`src/lbf_pkg.sv`:
```
`timescale 1ns / 1ps
// Shared types, constants and helpers for the Lorentz boost block.
// No dependencies.
package lbf_pkg;

  localparam int FACTOR_W    = 32;
  localparam int FACTOR_FRAC = 24;
  localparam int CFG_IDX_W   = 2;
  localparam int STATUS_W    = 2;
  localparam int MAG_W       = 61;

  localparam logic [FACTOR_W-1:0] FACTOR_ONE  = 32'h0100_0000;
  localparam logic [FACTOR_W-1:0] FACTOR_HALF = 32'h0080_0000;
  localparam logic [FACTOR_W-1:0] FACTOR_MAX  = 32'hFFFF_FFFF;
  localparam logic [MAG_W-1:0]    MAG_LIM     = 61'h1000_0000_0000_0000;

  localparam logic [CFG_IDX_W-1:0] REG_BETA_X = 2'd0;
  localparam logic [CFG_IDX_W-1:0] REG_BETA_Y = 2'd1;
  localparam logic [CFG_IDX_W-1:0] REG_BETA_Z = 2'd2;

  localparam logic [STATUS_W-1:0] ST_OK      = 2'd0;
  localparam logic [STATUS_W-1:0] ST_INVALID = 2'd1;
  localparam logic [STATUS_W-1:0] ST_SAT     = 2'd2;

  typedef enum logic [2:0] {
    SU_IDLE,
    SU_SUM,
    SU_CHECK,
    SU_DIV,
    SU_SQRT,
    SU_MUL,
    SU_KDIV
  } su_state_t;

  typedef struct packed {
    logic [FACTOR_W-1:0] gamma;
    logic [FACTOR_W-1:0] k;
    logic                vok;
  } lbf_factors_t;

  // magnitude limited to 2^60
  function automatic logic [MAG_W-1:0] clamp_mag(input logic [127:0] m);
    clamp_mag = (m > 128'(MAG_LIM)) ? MAG_LIM : m[MAG_W-1:0];
  endfunction

  function automatic logic signed [63:0] apply_sign(input logic neg,
                                                    input logic [MAG_W-1:0] mag);
    logic signed [63:0] v;
    v = signed'(64'(mag));
    apply_sign = neg ? -v : v;
  endfunction

  function automatic logic [63:0] abs64(input logic signed [63:0] v);
    abs64 = v[63] ? 64'(-v) : 64'(v);
  endfunction

endpackage

```
`src/lbf_setup.sv`:
```
`timescale 1ns / 1ps
// Derives gamma and k from the boost velocity after each register write.
// Sequential divider / square root / divider. Uses lbf_pkg.
module lbf_setup #(
  parameter int BETA_FRAC_BITS = 15
) (
  input  logic                              clk,
  input  logic                              rst_n,
  input  logic                              start,
  input  logic [2:0][BETA_FRAC_BITS:0]      beta,
  output lbf_pkg::lbf_factors_t             factors,
  output logic                              busy
);
  import lbf_pkg::*;

  localparam int BW = BETA_FRAC_BITS + 1;
  localparam int AW = 2 * BETA_FRAC_BITS + 2;
  localparam int DW = 2 * BETA_FRAC_BITS + 1;
  localparam int E  = 2 * FACTOR_FRAC + 2 * BETA_FRAC_BITS;
  localparam int CW = $clog2(E + 1);
  localparam logic [AW-1:0] ONE_B2 = AW'(1) << (2 * BETA_FRAC_BITS);
  localparam logic [DW-1:0] D_LIM  = DW'(1) << (E - 64);
  localparam logic [CW-1:0] E_CNT  = CW'(E);

  su_state_t state_r, state_nxt;
  logic [CW-1:0]   cnt_r;
  logic [AW-1:0]   acc_r, rem_r;
  logic [DW-1:0]   d_r;
  logic [63:0]     q_r, x_r, res_r, bit_r, prod_r;
  logic [31:0]     g_r;
  logic [32:0]     div_r;
  logic [33:0]     krem_r;
  lbf_factors_t    factors_r;

  logic signed [BW-1:0]   bsel;
  logic signed [2*BW-1:0] sq;
  logic                   inv, d_small;
  logic [DW-1:0]          d_w;
  logic [AW-1:0]          rem_s, rem_n;
  logic                   div_ge;
  logic [63:0]            q_n, sq_t, res_n;
  logic                   sq_ge;
  logic [33:0]            kr_s, kr_n;
  logic                   k_ge;
  logic [63:0]            prod_n;

  always_comb begin
    bsel    = signed'(beta[cnt_r[1:0]]);
    sq      = bsel * bsel;
    inv     = acc_r >= ONE_B2;
    d_w     = DW'(ONE_B2 - acc_r);
    d_small = d_w <= D_LIM;
    rem_s   = {rem_r[AW-2:0], cnt_r == E_CNT};
    div_ge  = rem_s >= AW'(d_r);
    rem_n   = div_ge ? rem_s - AW'(d_r) : rem_s;
    q_n     = {q_r[62:0], div_ge};
    sq_t    = res_r + bit_r;
    sq_ge   = x_r >= sq_t;
    res_n   = sq_ge ? (res_r >> 1) + bit_r : res_r >> 1;
    kr_s    = {krem_r[32:0], prod_r[63]};
    k_ge    = kr_s >= {1'b0, div_r};
    kr_n    = k_ge ? kr_s - {1'b0, div_r} : kr_s;
    prod_n  = {prod_r[62:0], k_ge};
  end

  always_comb begin
    state_nxt = state_r;
    case (state_r)
      SU_IDLE:  state_nxt = SU_IDLE;
      SU_SUM:   if (cnt_r == CW'(2)) state_nxt = SU_CHECK;
      SU_CHECK: state_nxt = (inv || d_small) ? SU_IDLE : SU_DIV;
      SU_DIV:   if (cnt_r == '0) state_nxt = SU_SQRT;
      SU_SQRT:  if (cnt_r == '0) state_nxt = SU_MUL;
      SU_MUL:   state_nxt = SU_KDIV;
      SU_KDIV:  if (cnt_r == '0) state_nxt = SU_IDLE;
      default:  state_nxt = SU_IDLE;
    endcase
    if (start) state_nxt = SU_SUM;
  end

  always_comb begin
    busy    = state_r != SU_IDLE;
    factors = factors_r;
  end

  always_ff @(posedge clk) begin
    if (!rst_n) begin
      state_r   <= SU_IDLE;
      cnt_r     <= '0;
      factors_r <= '{gamma: FACTOR_ONE, k: FACTOR_HALF, vok: 1'b1};
    end else begin
      state_r <= state_nxt;
      if (start) begin
        cnt_r <= '0;
        acc_r <= '0;
      end else begin
        case (state_r)
          SU_SUM: begin
            acc_r <= acc_r + AW'(sq);
            cnt_r <= cnt_r + CW'(1);
          end
          SU_CHECK: begin
            if (inv) begin
              factors_r <= '{gamma: '0, k: '0, vok: 1'b0};
            end else if (d_small) begin
              factors_r <= '{gamma: FACTOR_MAX, k: FACTOR_MAX, vok: 1'b1};
            end
            d_r   <= d_w;
            rem_r <= '0;
            q_r   <= '0;
            cnt_r <= E_CNT;
          end
          SU_DIV: begin
            rem_r <= rem_n;
            q_r   <= q_n;
            cnt_r <= cnt_r - CW'(1);
            if (cnt_r == '0) begin
              x_r   <= q_n;
              res_r <= '0;
              bit_r <= 64'h4000_0000_0000_0000;
              cnt_r <= CW'(31);
            end
          end
          SU_SQRT: begin
            if (sq_ge) x_r <= x_r - sq_t;
            res_r <= res_n;
            bit_r <= bit_r >> 2;
            cnt_r <= cnt_r - CW'(1);
            g_r   <= res_n[31:0];
          end
          SU_MUL: begin
            prod_r <= 64'(g_r) * 64'(g_r);
            div_r  <= {1'b0, g_r} + 33'(FACTOR_ONE);
            krem_r <= '0;
            cnt_r  <= CW'(63);
          end
          SU_KDIV: begin
            krem_r <= kr_n;
            prod_r <= prod_n;
            cnt_r  <= cnt_r - CW'(1);
            if (cnt_r == '0) begin
              factors_r <= '{gamma: g_r, k: prod_n[31:0], vok: 1'b1};
            end
          end
          default: cnt_r <= cnt_r;
        endcase
      end
    end
  end

endmodule

```
`config.mk`:
```
export PLATFORM = sky130hd
export DESIGN_NAME = lbf_setup
export DESIGN_NICKNAME = d
export VERILOG_FILES = /design/src/lbf_pkg.sv /design/src/lbf_setup.sv
export SDC_FILE = /design/constraint.sdc
export NUM_CORES = 2
export LEC_CHECK = 0
export BUFFER_PORTS_ARGS = -buffer_cell sky130_fd_sc_hd__buf_2
export CAP_MARGIN = 0
export CORE_ASPECT_RATIO = 1.4
export CORE_UTILIZATION = 55
export CTS_BUF_LIST = sky130_fd_sc_hd__clkbuf_8
export CTS_CLUSTER_SIZE = 16
export DETAILED_ROUTE_END_ITERATION = 8
export GPL_ROUTABILITY_DRIVEN = 0
export HOLD_SLACK_MARGIN = 0.03
export PLACE_DENSITY_LB_ADDON = 0.08
export SLEW_MARGIN = 20
export SYNTH_ARGS = -nofsm -noshare
export SYNTH_HDL_FRONTEND = slang
export SYNTH_SLANG_ARGS = --single-unit
```
`constraint.sdc`:
```
create_clock -name clk -period 14 [get_ports clk]
set_clock_uncertainty 0.05 [all_clocks]
set_input_delay 1.4 -clock clk [delete_from_list [all_inputs] [get_ports clk]]
set_output_delay 1.4 -clock clk [all_outputs]
set_load 0.05 [all_outputs]
```
== Word-level counts from Yosys, hierarchy flattened ==
Cells that the tools add are included.

* Input bits: 51
* Output and inout bits: 66
* Flip-flop bits (word level): 586
* Word-level logic and storage cells: 107

* Add/sub/neg operators: 10
* Multiply operators: 2
* Equal/unequal tests: 18
* Muxes and demuxes: 30
* Reductions and logical operators: 22
* Bitwise operators: 2
* $lt $le $gt $ge: 6

{| class="wikitable"
|+ Operators by type and width
! operator !! count
|-
| 64-bit case mux with 2 select lines || 4
|-
| 64-bit two-way mux || 5
|-
| 65-bit two-way mux || 3
|-
| 65-bit case mux with 2 select lines || 1
|-
| 63-bit case mux with 2 select lines || 1
|-
| 33-bit case mux with 2 select lines || 1
|-
| 63-bit by 64-bit adder with 64-bit output || 1
|-
| 64-bit adder || 1
|-
| 64-bit greater-or-equal comparator || 1
|-
| 32-bit by 32-bit multiplier with 64-bit output || 1
|-
| 64-bit subtractor || 1
|-
| 31-bit case mux with 2 select lines || 1
|-
| 7-bit case mux with 5 select lines || 1
|-
| 34-bit by 33-bit greater-or-equal comparator with 1-bit output || 1
|-
| 32-bit by 25-bit adder with 33-bit output, second input constant || 1
|-
| 33-bit two-way mux || 1
|-
| 33-bit subtractor || 1
|-
| 32-bit adder || 1
|-
| 16-bit binary-select mux with 2-bit select || 1
|-
| 32-bit by 31-bit greater-or-equal comparator with 1-bit output || 1
|-
| 32-bit by 31-bit greater-or-equal comparator with 1-bit output, second input constant || 1
|-
| 16-bit by 16-bit multiplier with 32-bit output || 1
|-
| 32-bit two-way mux || 1
|-
| 31-bit by 15-bit less-or-equal comparator with 1-bit output, second input constant || 1
|-
| 30 further kinds || 57
|}

== Logic depth before layout (Yosys ltp) ==
* Word-level depth: 6
* Gate-level depth with buffers: 31
* Gate-level depth less buffers: 29

== Worst setup path before layout ==
Ideal clock, no wire load.

* Kind: register to register
* From: register res_r[4]
* To: register x_r[0] (enable)
* Setup slack: 4296 ps
* Arrival: 9147 ps
* Period minus slack after synthesis: 9704 ps
* Buffers on the path: 3
* Cell stages (with the launch flop): 25
* Setup time: 507 ps
* Required time: 13443 ps
* Path through: edfxtp_1 > ha_1 > a211oi_1 > a211oi_1 > a211oi_1 > o21ai_0 > a21oi_1 > o31a_1 > o311ai_1 > a41oi_1 > xor2_1 > ha_1 > clkbuf_1 > and3_1 > and2_1 > nand2_1 > nor4_1 > o21ai_0 > nand2_1 > a31oi_1 > nor2_1 > clkbuf_1 > clkbuf_1 > nand2_1 > a21oi_1

* Longest elaborated chain between the ends: 4

{| class="wikitable"
|+ RTL lines
! what !! RTL line !! RTL
|-
| start: declaration || lbf_setup.sv:29 || <nowiki>logic [63:0] q_r, x_r, res_r, bit_r, prod_r;</nowiki>
|-
| start signal: assignment || lbf_setup.sv:126 || <nowiki>res_r <= res_n;</nowiki>
|-
| 64-bit adder || lbf_setup.sv:57 || <nowiki>sq_t = res_r + bit_r;</nowiki>
|-
| 64-bit greater-or-equal comparator || lbf_setup.sv:58 || <nowiki>sq_ge = x_r >= sq_t;</nowiki>
|-
| 2-bit inequality test (no line) || - ||
|-
| 5-bit AND reduction (no line) || - ||
|-
| end signal: assignment || lbf_setup.sv:118 || <nowiki>x_r <= q_n;</nowiki>
|-
| end signal: assignment || lbf_setup.sv:125 || <nowiki>if (sq_ge) x_r <= x_r - sq_t;</nowiki>
|-
| end: declaration || lbf_setup.sv:29 ||
|}

Every way passes these cells.
A chain may end at the register's enable or synchronous reset.

== Worst setup path after layout ==
* From: register g_r[13]
* To: register prod_r[63], data pin

* Longest elaborated chain between the ends: 2

{| class="wikitable"
|+ RTL lines
! what !! RTL line !! RTL
|-
| start: declaration || lbf_setup.sv:30 || <nowiki>logic [31:0] g_r;</nowiki>
|-
| start signal: assignment || lbf_setup.sv:129 || <nowiki>g_r <= res_n[31:0];</nowiki>
|-
| 32-bit by 32-bit multiplier with 64-bit output || lbf_setup.sv:132 || <nowiki>prod_r <= 64'(g_r) * 64'(g_r);</nowiki>
|-
| 64-bit case mux with 2 select lines || lbf_setup.sv:97 || <nowiki>case (state_r)</nowiki>
|-
| end signal: assignment || lbf_setup.sv:132 ||
|-
| end signal: assignment || lbf_setup.sv:139 || <nowiki>prod_r <= prod_n;</nowiki>
|-
| end: declaration || lbf_setup.sv:29 ||
|}

Every way passes these cells.

==> impl_metrics.toml <==
[clock_tree]
cts_setup_buffers = 0
path_clk_slew_ps = 90
htreeDepth = 3
clk_latency_ps = 860
hold_buffers = 0
clkSinkCount = 554
cts-buffers-inserted = 95
cts_tree = "done"
clockBufferDepth = 3
cts_root_buf = "clkbuf_8"
cts_resized = 0

[timing]
setup_violations = 0
min_period_ps = 9620
hold_viol = 0
max_freq_ghz = 0.104
rsz0062_at_grt = "no"
relSlewSlack_pct = 22.7
setup_tns_ps = 0
worstMarginPinSlew_ps = 1160
final.period_utilization_pct = 68.7
drv_slew = 0

[finish]
multiInputGateArea_um2 = 51500
regArea_um2 = 15900
final_area_um2 = 78100
drive_above_1_share_pct = 5.64
nets = 9503
fill_cells = 11800
area_growth_pct = 5.95

[grt]
antenna_found_initial = 5
grtUsageTotal_pct = 30.4
grt_pass1_vias = 59500
grt_pass1_wl_um = 322000
grt_max_degree = 69
grt.overflow.total = 0

[drt]
totalWireLength_um = 201000
firstDrtPassIters = 6
detail_route.vias_per_cell = 5.75
via_count = 55400
drc = 0
wl_per_cell_um = 20.9
drt_iter0_drc = 3109
antenna_left = 0

[placement]
io_buffers = 116
post-dp-hpwl_um = 156000
dpl_cell_area_um2 = 76000

[yosys]
yosys_warnings = 0
avgSynthCellArea_um2 = 9.44
synth-seq-area-share_pct = 21.5
synth_area_um2 = 73700
netlist_instances = 7813
synth_ff_type = "edfxtp_1"
postSynth.asyncResetShare_pct = 0
synthDistinctLibCells = 85
netlist.area_leader.share_pct = 28.9
synth_seq_cells = 554
syn_nets = 9526
yosysTopAreaCell = "fa_1"
netlist_top_cells_area = "fa_1 (29%), edfxtp_1 (20%), ha_1 (10%)"
synth-edff-count = 479

[worst_setup_path]
worst-path-max-fanout = 35
cp_common_cell = "fa_1"
required_ps = 14660
startpoint = "g_r[13]"
ff2ff_path_depth = 27
cpPeakStageDelay_ps = 860
worstSetupStartpointType = "flop"
rr_endpoint = "prod_r[63]"
worstReg2RegStart = "g_r[13]"
crit_buf_inv = 5
cp_top_family = "adder cells"
path_class = "flop to flop"
rrSetupSlack_ps = 4380
arrival_ps = 10290
worstSetupEndpointType = "flop"
critical-path-slowest-cell = "a32oi_1"

[power]
swShare_pct = 46.0
powerDensity_nw_per_um2 = 162
p_leak_nw = 36.8
seqPwrFrac_pct = 17.4
p_sw_mw = 5.83
p_comb_share_pct = 69.3
irDropWorstVdd_mv = 0.446
clock_power_share_pct = 13.3
p_int_mw = 6.84

[floorplanning]
core_area_um2 = 133000
die_y_um = 435
std_cell_rows = 158
dieArea_um2 = 136000
io_pins = 117
start_util_pct = 55.6
fp.dieW_um = 311

[status]
status = "complete, no violations"

[hold_path]
min_path_type = "flop to flop"
hold_end = "factors[59]"
hold_start = "factors[59]"
hold_path_depth = 2

[job]
cap_violations = 0
==> power groups by stage <==
| stage | sequential [mW] | clock [mW] | combinational, mW |
|---|---|---|---|
| final | 2.20 | 1.69 | 8.78 |
| after global routing | 2.21 | 1.78 | 9.94 |
| after global placement | 2.23 | 0 | 8.61 |
| after detailed placement | 2.24 | 0 | 8.76 |
| after floorplan | 2.20 | 0 | 6.91 |
| after CTS | 2.20 | 1.73 | 8.81 |
==> layer usage <==
layer	routed length, um	vias up	global-route usage (%)
li1	-	25500	-
met1	73900	27700	34.1
met2	105000	1678	55.2
met3	10300	555	4.16
met4	11900	4	16.7
met5	23	-	0
==> cell usage after synthesis (60+ instances only) <==
library cell,n
edfxtp_1,479
o21ai_0,289
o21bai_1,60
xnor2_1,213
a21o_1,156
nor2_1,484
inv_1,1405
and2_1,338
nor3_1,131
fa_1,1065
clkbuf_1,296
nand3_1,101
nand4_1,65
and3_1,70
dfxtp_1,75
a21oi_1,351
nand2_1,701
xor2_1,170
a31oi_1,89
mux2i_1,66
ha_1,597
==> worst min-delay path, delay by kind of cell (launching register included) <==
| kind | cells | cell delay (ps) |
|---|---|---|
| simple gates | 2 | 140 |
| flops | 1 | 300 |
==> metrics by stage <==
stage | worst slack (ps) | util, % | total power [mW] | hold slack (ps) | cells
2_1_floorplan | 4300 | - | 9.11 | 374 | 7813
3_3_place_gp | 4700 | 57.3 | 10.8 | 431 | 9453
3_5_place_dp | 4590 | 57.3 | 11.0 | 437 | 9453
4_1_cts | 4570 | 58.9 | 12.7 | 445 | 9630
5_1_grt | 4170 | 58.9 | 13.9 | 466 | 9633
6_report | 4380 | 58.9 | 12.7 | 441 | 9633
==> flip-flops by register name (all words and copies together), names as in the netlist <==
signal and flops:
krem_r 33, res_r 64, div_r 33, rem_r 31, prod_r 64, state_r 3, bit_r 32, x_r 64
cnt_r 7, q_r 63, acc_r 32, factors 65, d_r 31, g_r 32
==> cells by family (layout without fill, tap and decap cells) <==
logic type	count (synthesis)	in the layout	share of synthesized area (%)
and+or+nand+nor	2123	2123	13.8
buffers and inverters	1731	1788	8.86
adders and majority gates	1662	1662	39.0
AOI/OAI and AO/OA	1278	1278	11.1
DFF	554	554	21.5
xor gates and xnor gates	383	383	4.55
muxes	82	82	1.14
other	0	3	0
==> worst max path at each step <==
stage / end / slack [ps] / cells past startpoint
5_1_grt: prod_r[63] / 4170 / 26
3_3_place_gp: prod_r[63] / 4700 / 26
6_report: prod_r[63] / 4380 / 27
3_5_place_dp: prod_r[63] / 4590 / 27
2_1_floorplan: x_r[0] / 4300 / 24
4_1_cts: prod_r[63] / 4570 / 27
==> area by class of cell <==
type                       instances  share of cell area, %
tap                             1760                   2.82
sequential                       554                   20.3
inverter                        1417                   6.81
clock buffer                     101                   1.78
clock inverter                    76                  0.891
timing repair buffer             194                   1.49
multi-input combinational       5528                   65.9
antenna                            3                0.00961
==> cells in the final DEF (no fill, tap or decap), types with 213 or more instances in the layout <==
cell type and count:
edfxtp_1 479, a21oi_1 349, fa_1 1065, nor2_1 476
o21ai_0 289, nand2_1 700, and2_1 338, inv_1 1423
xnor2_1 213, ha_1 597
Note: power is estimated with default switching activity, not from simulation.
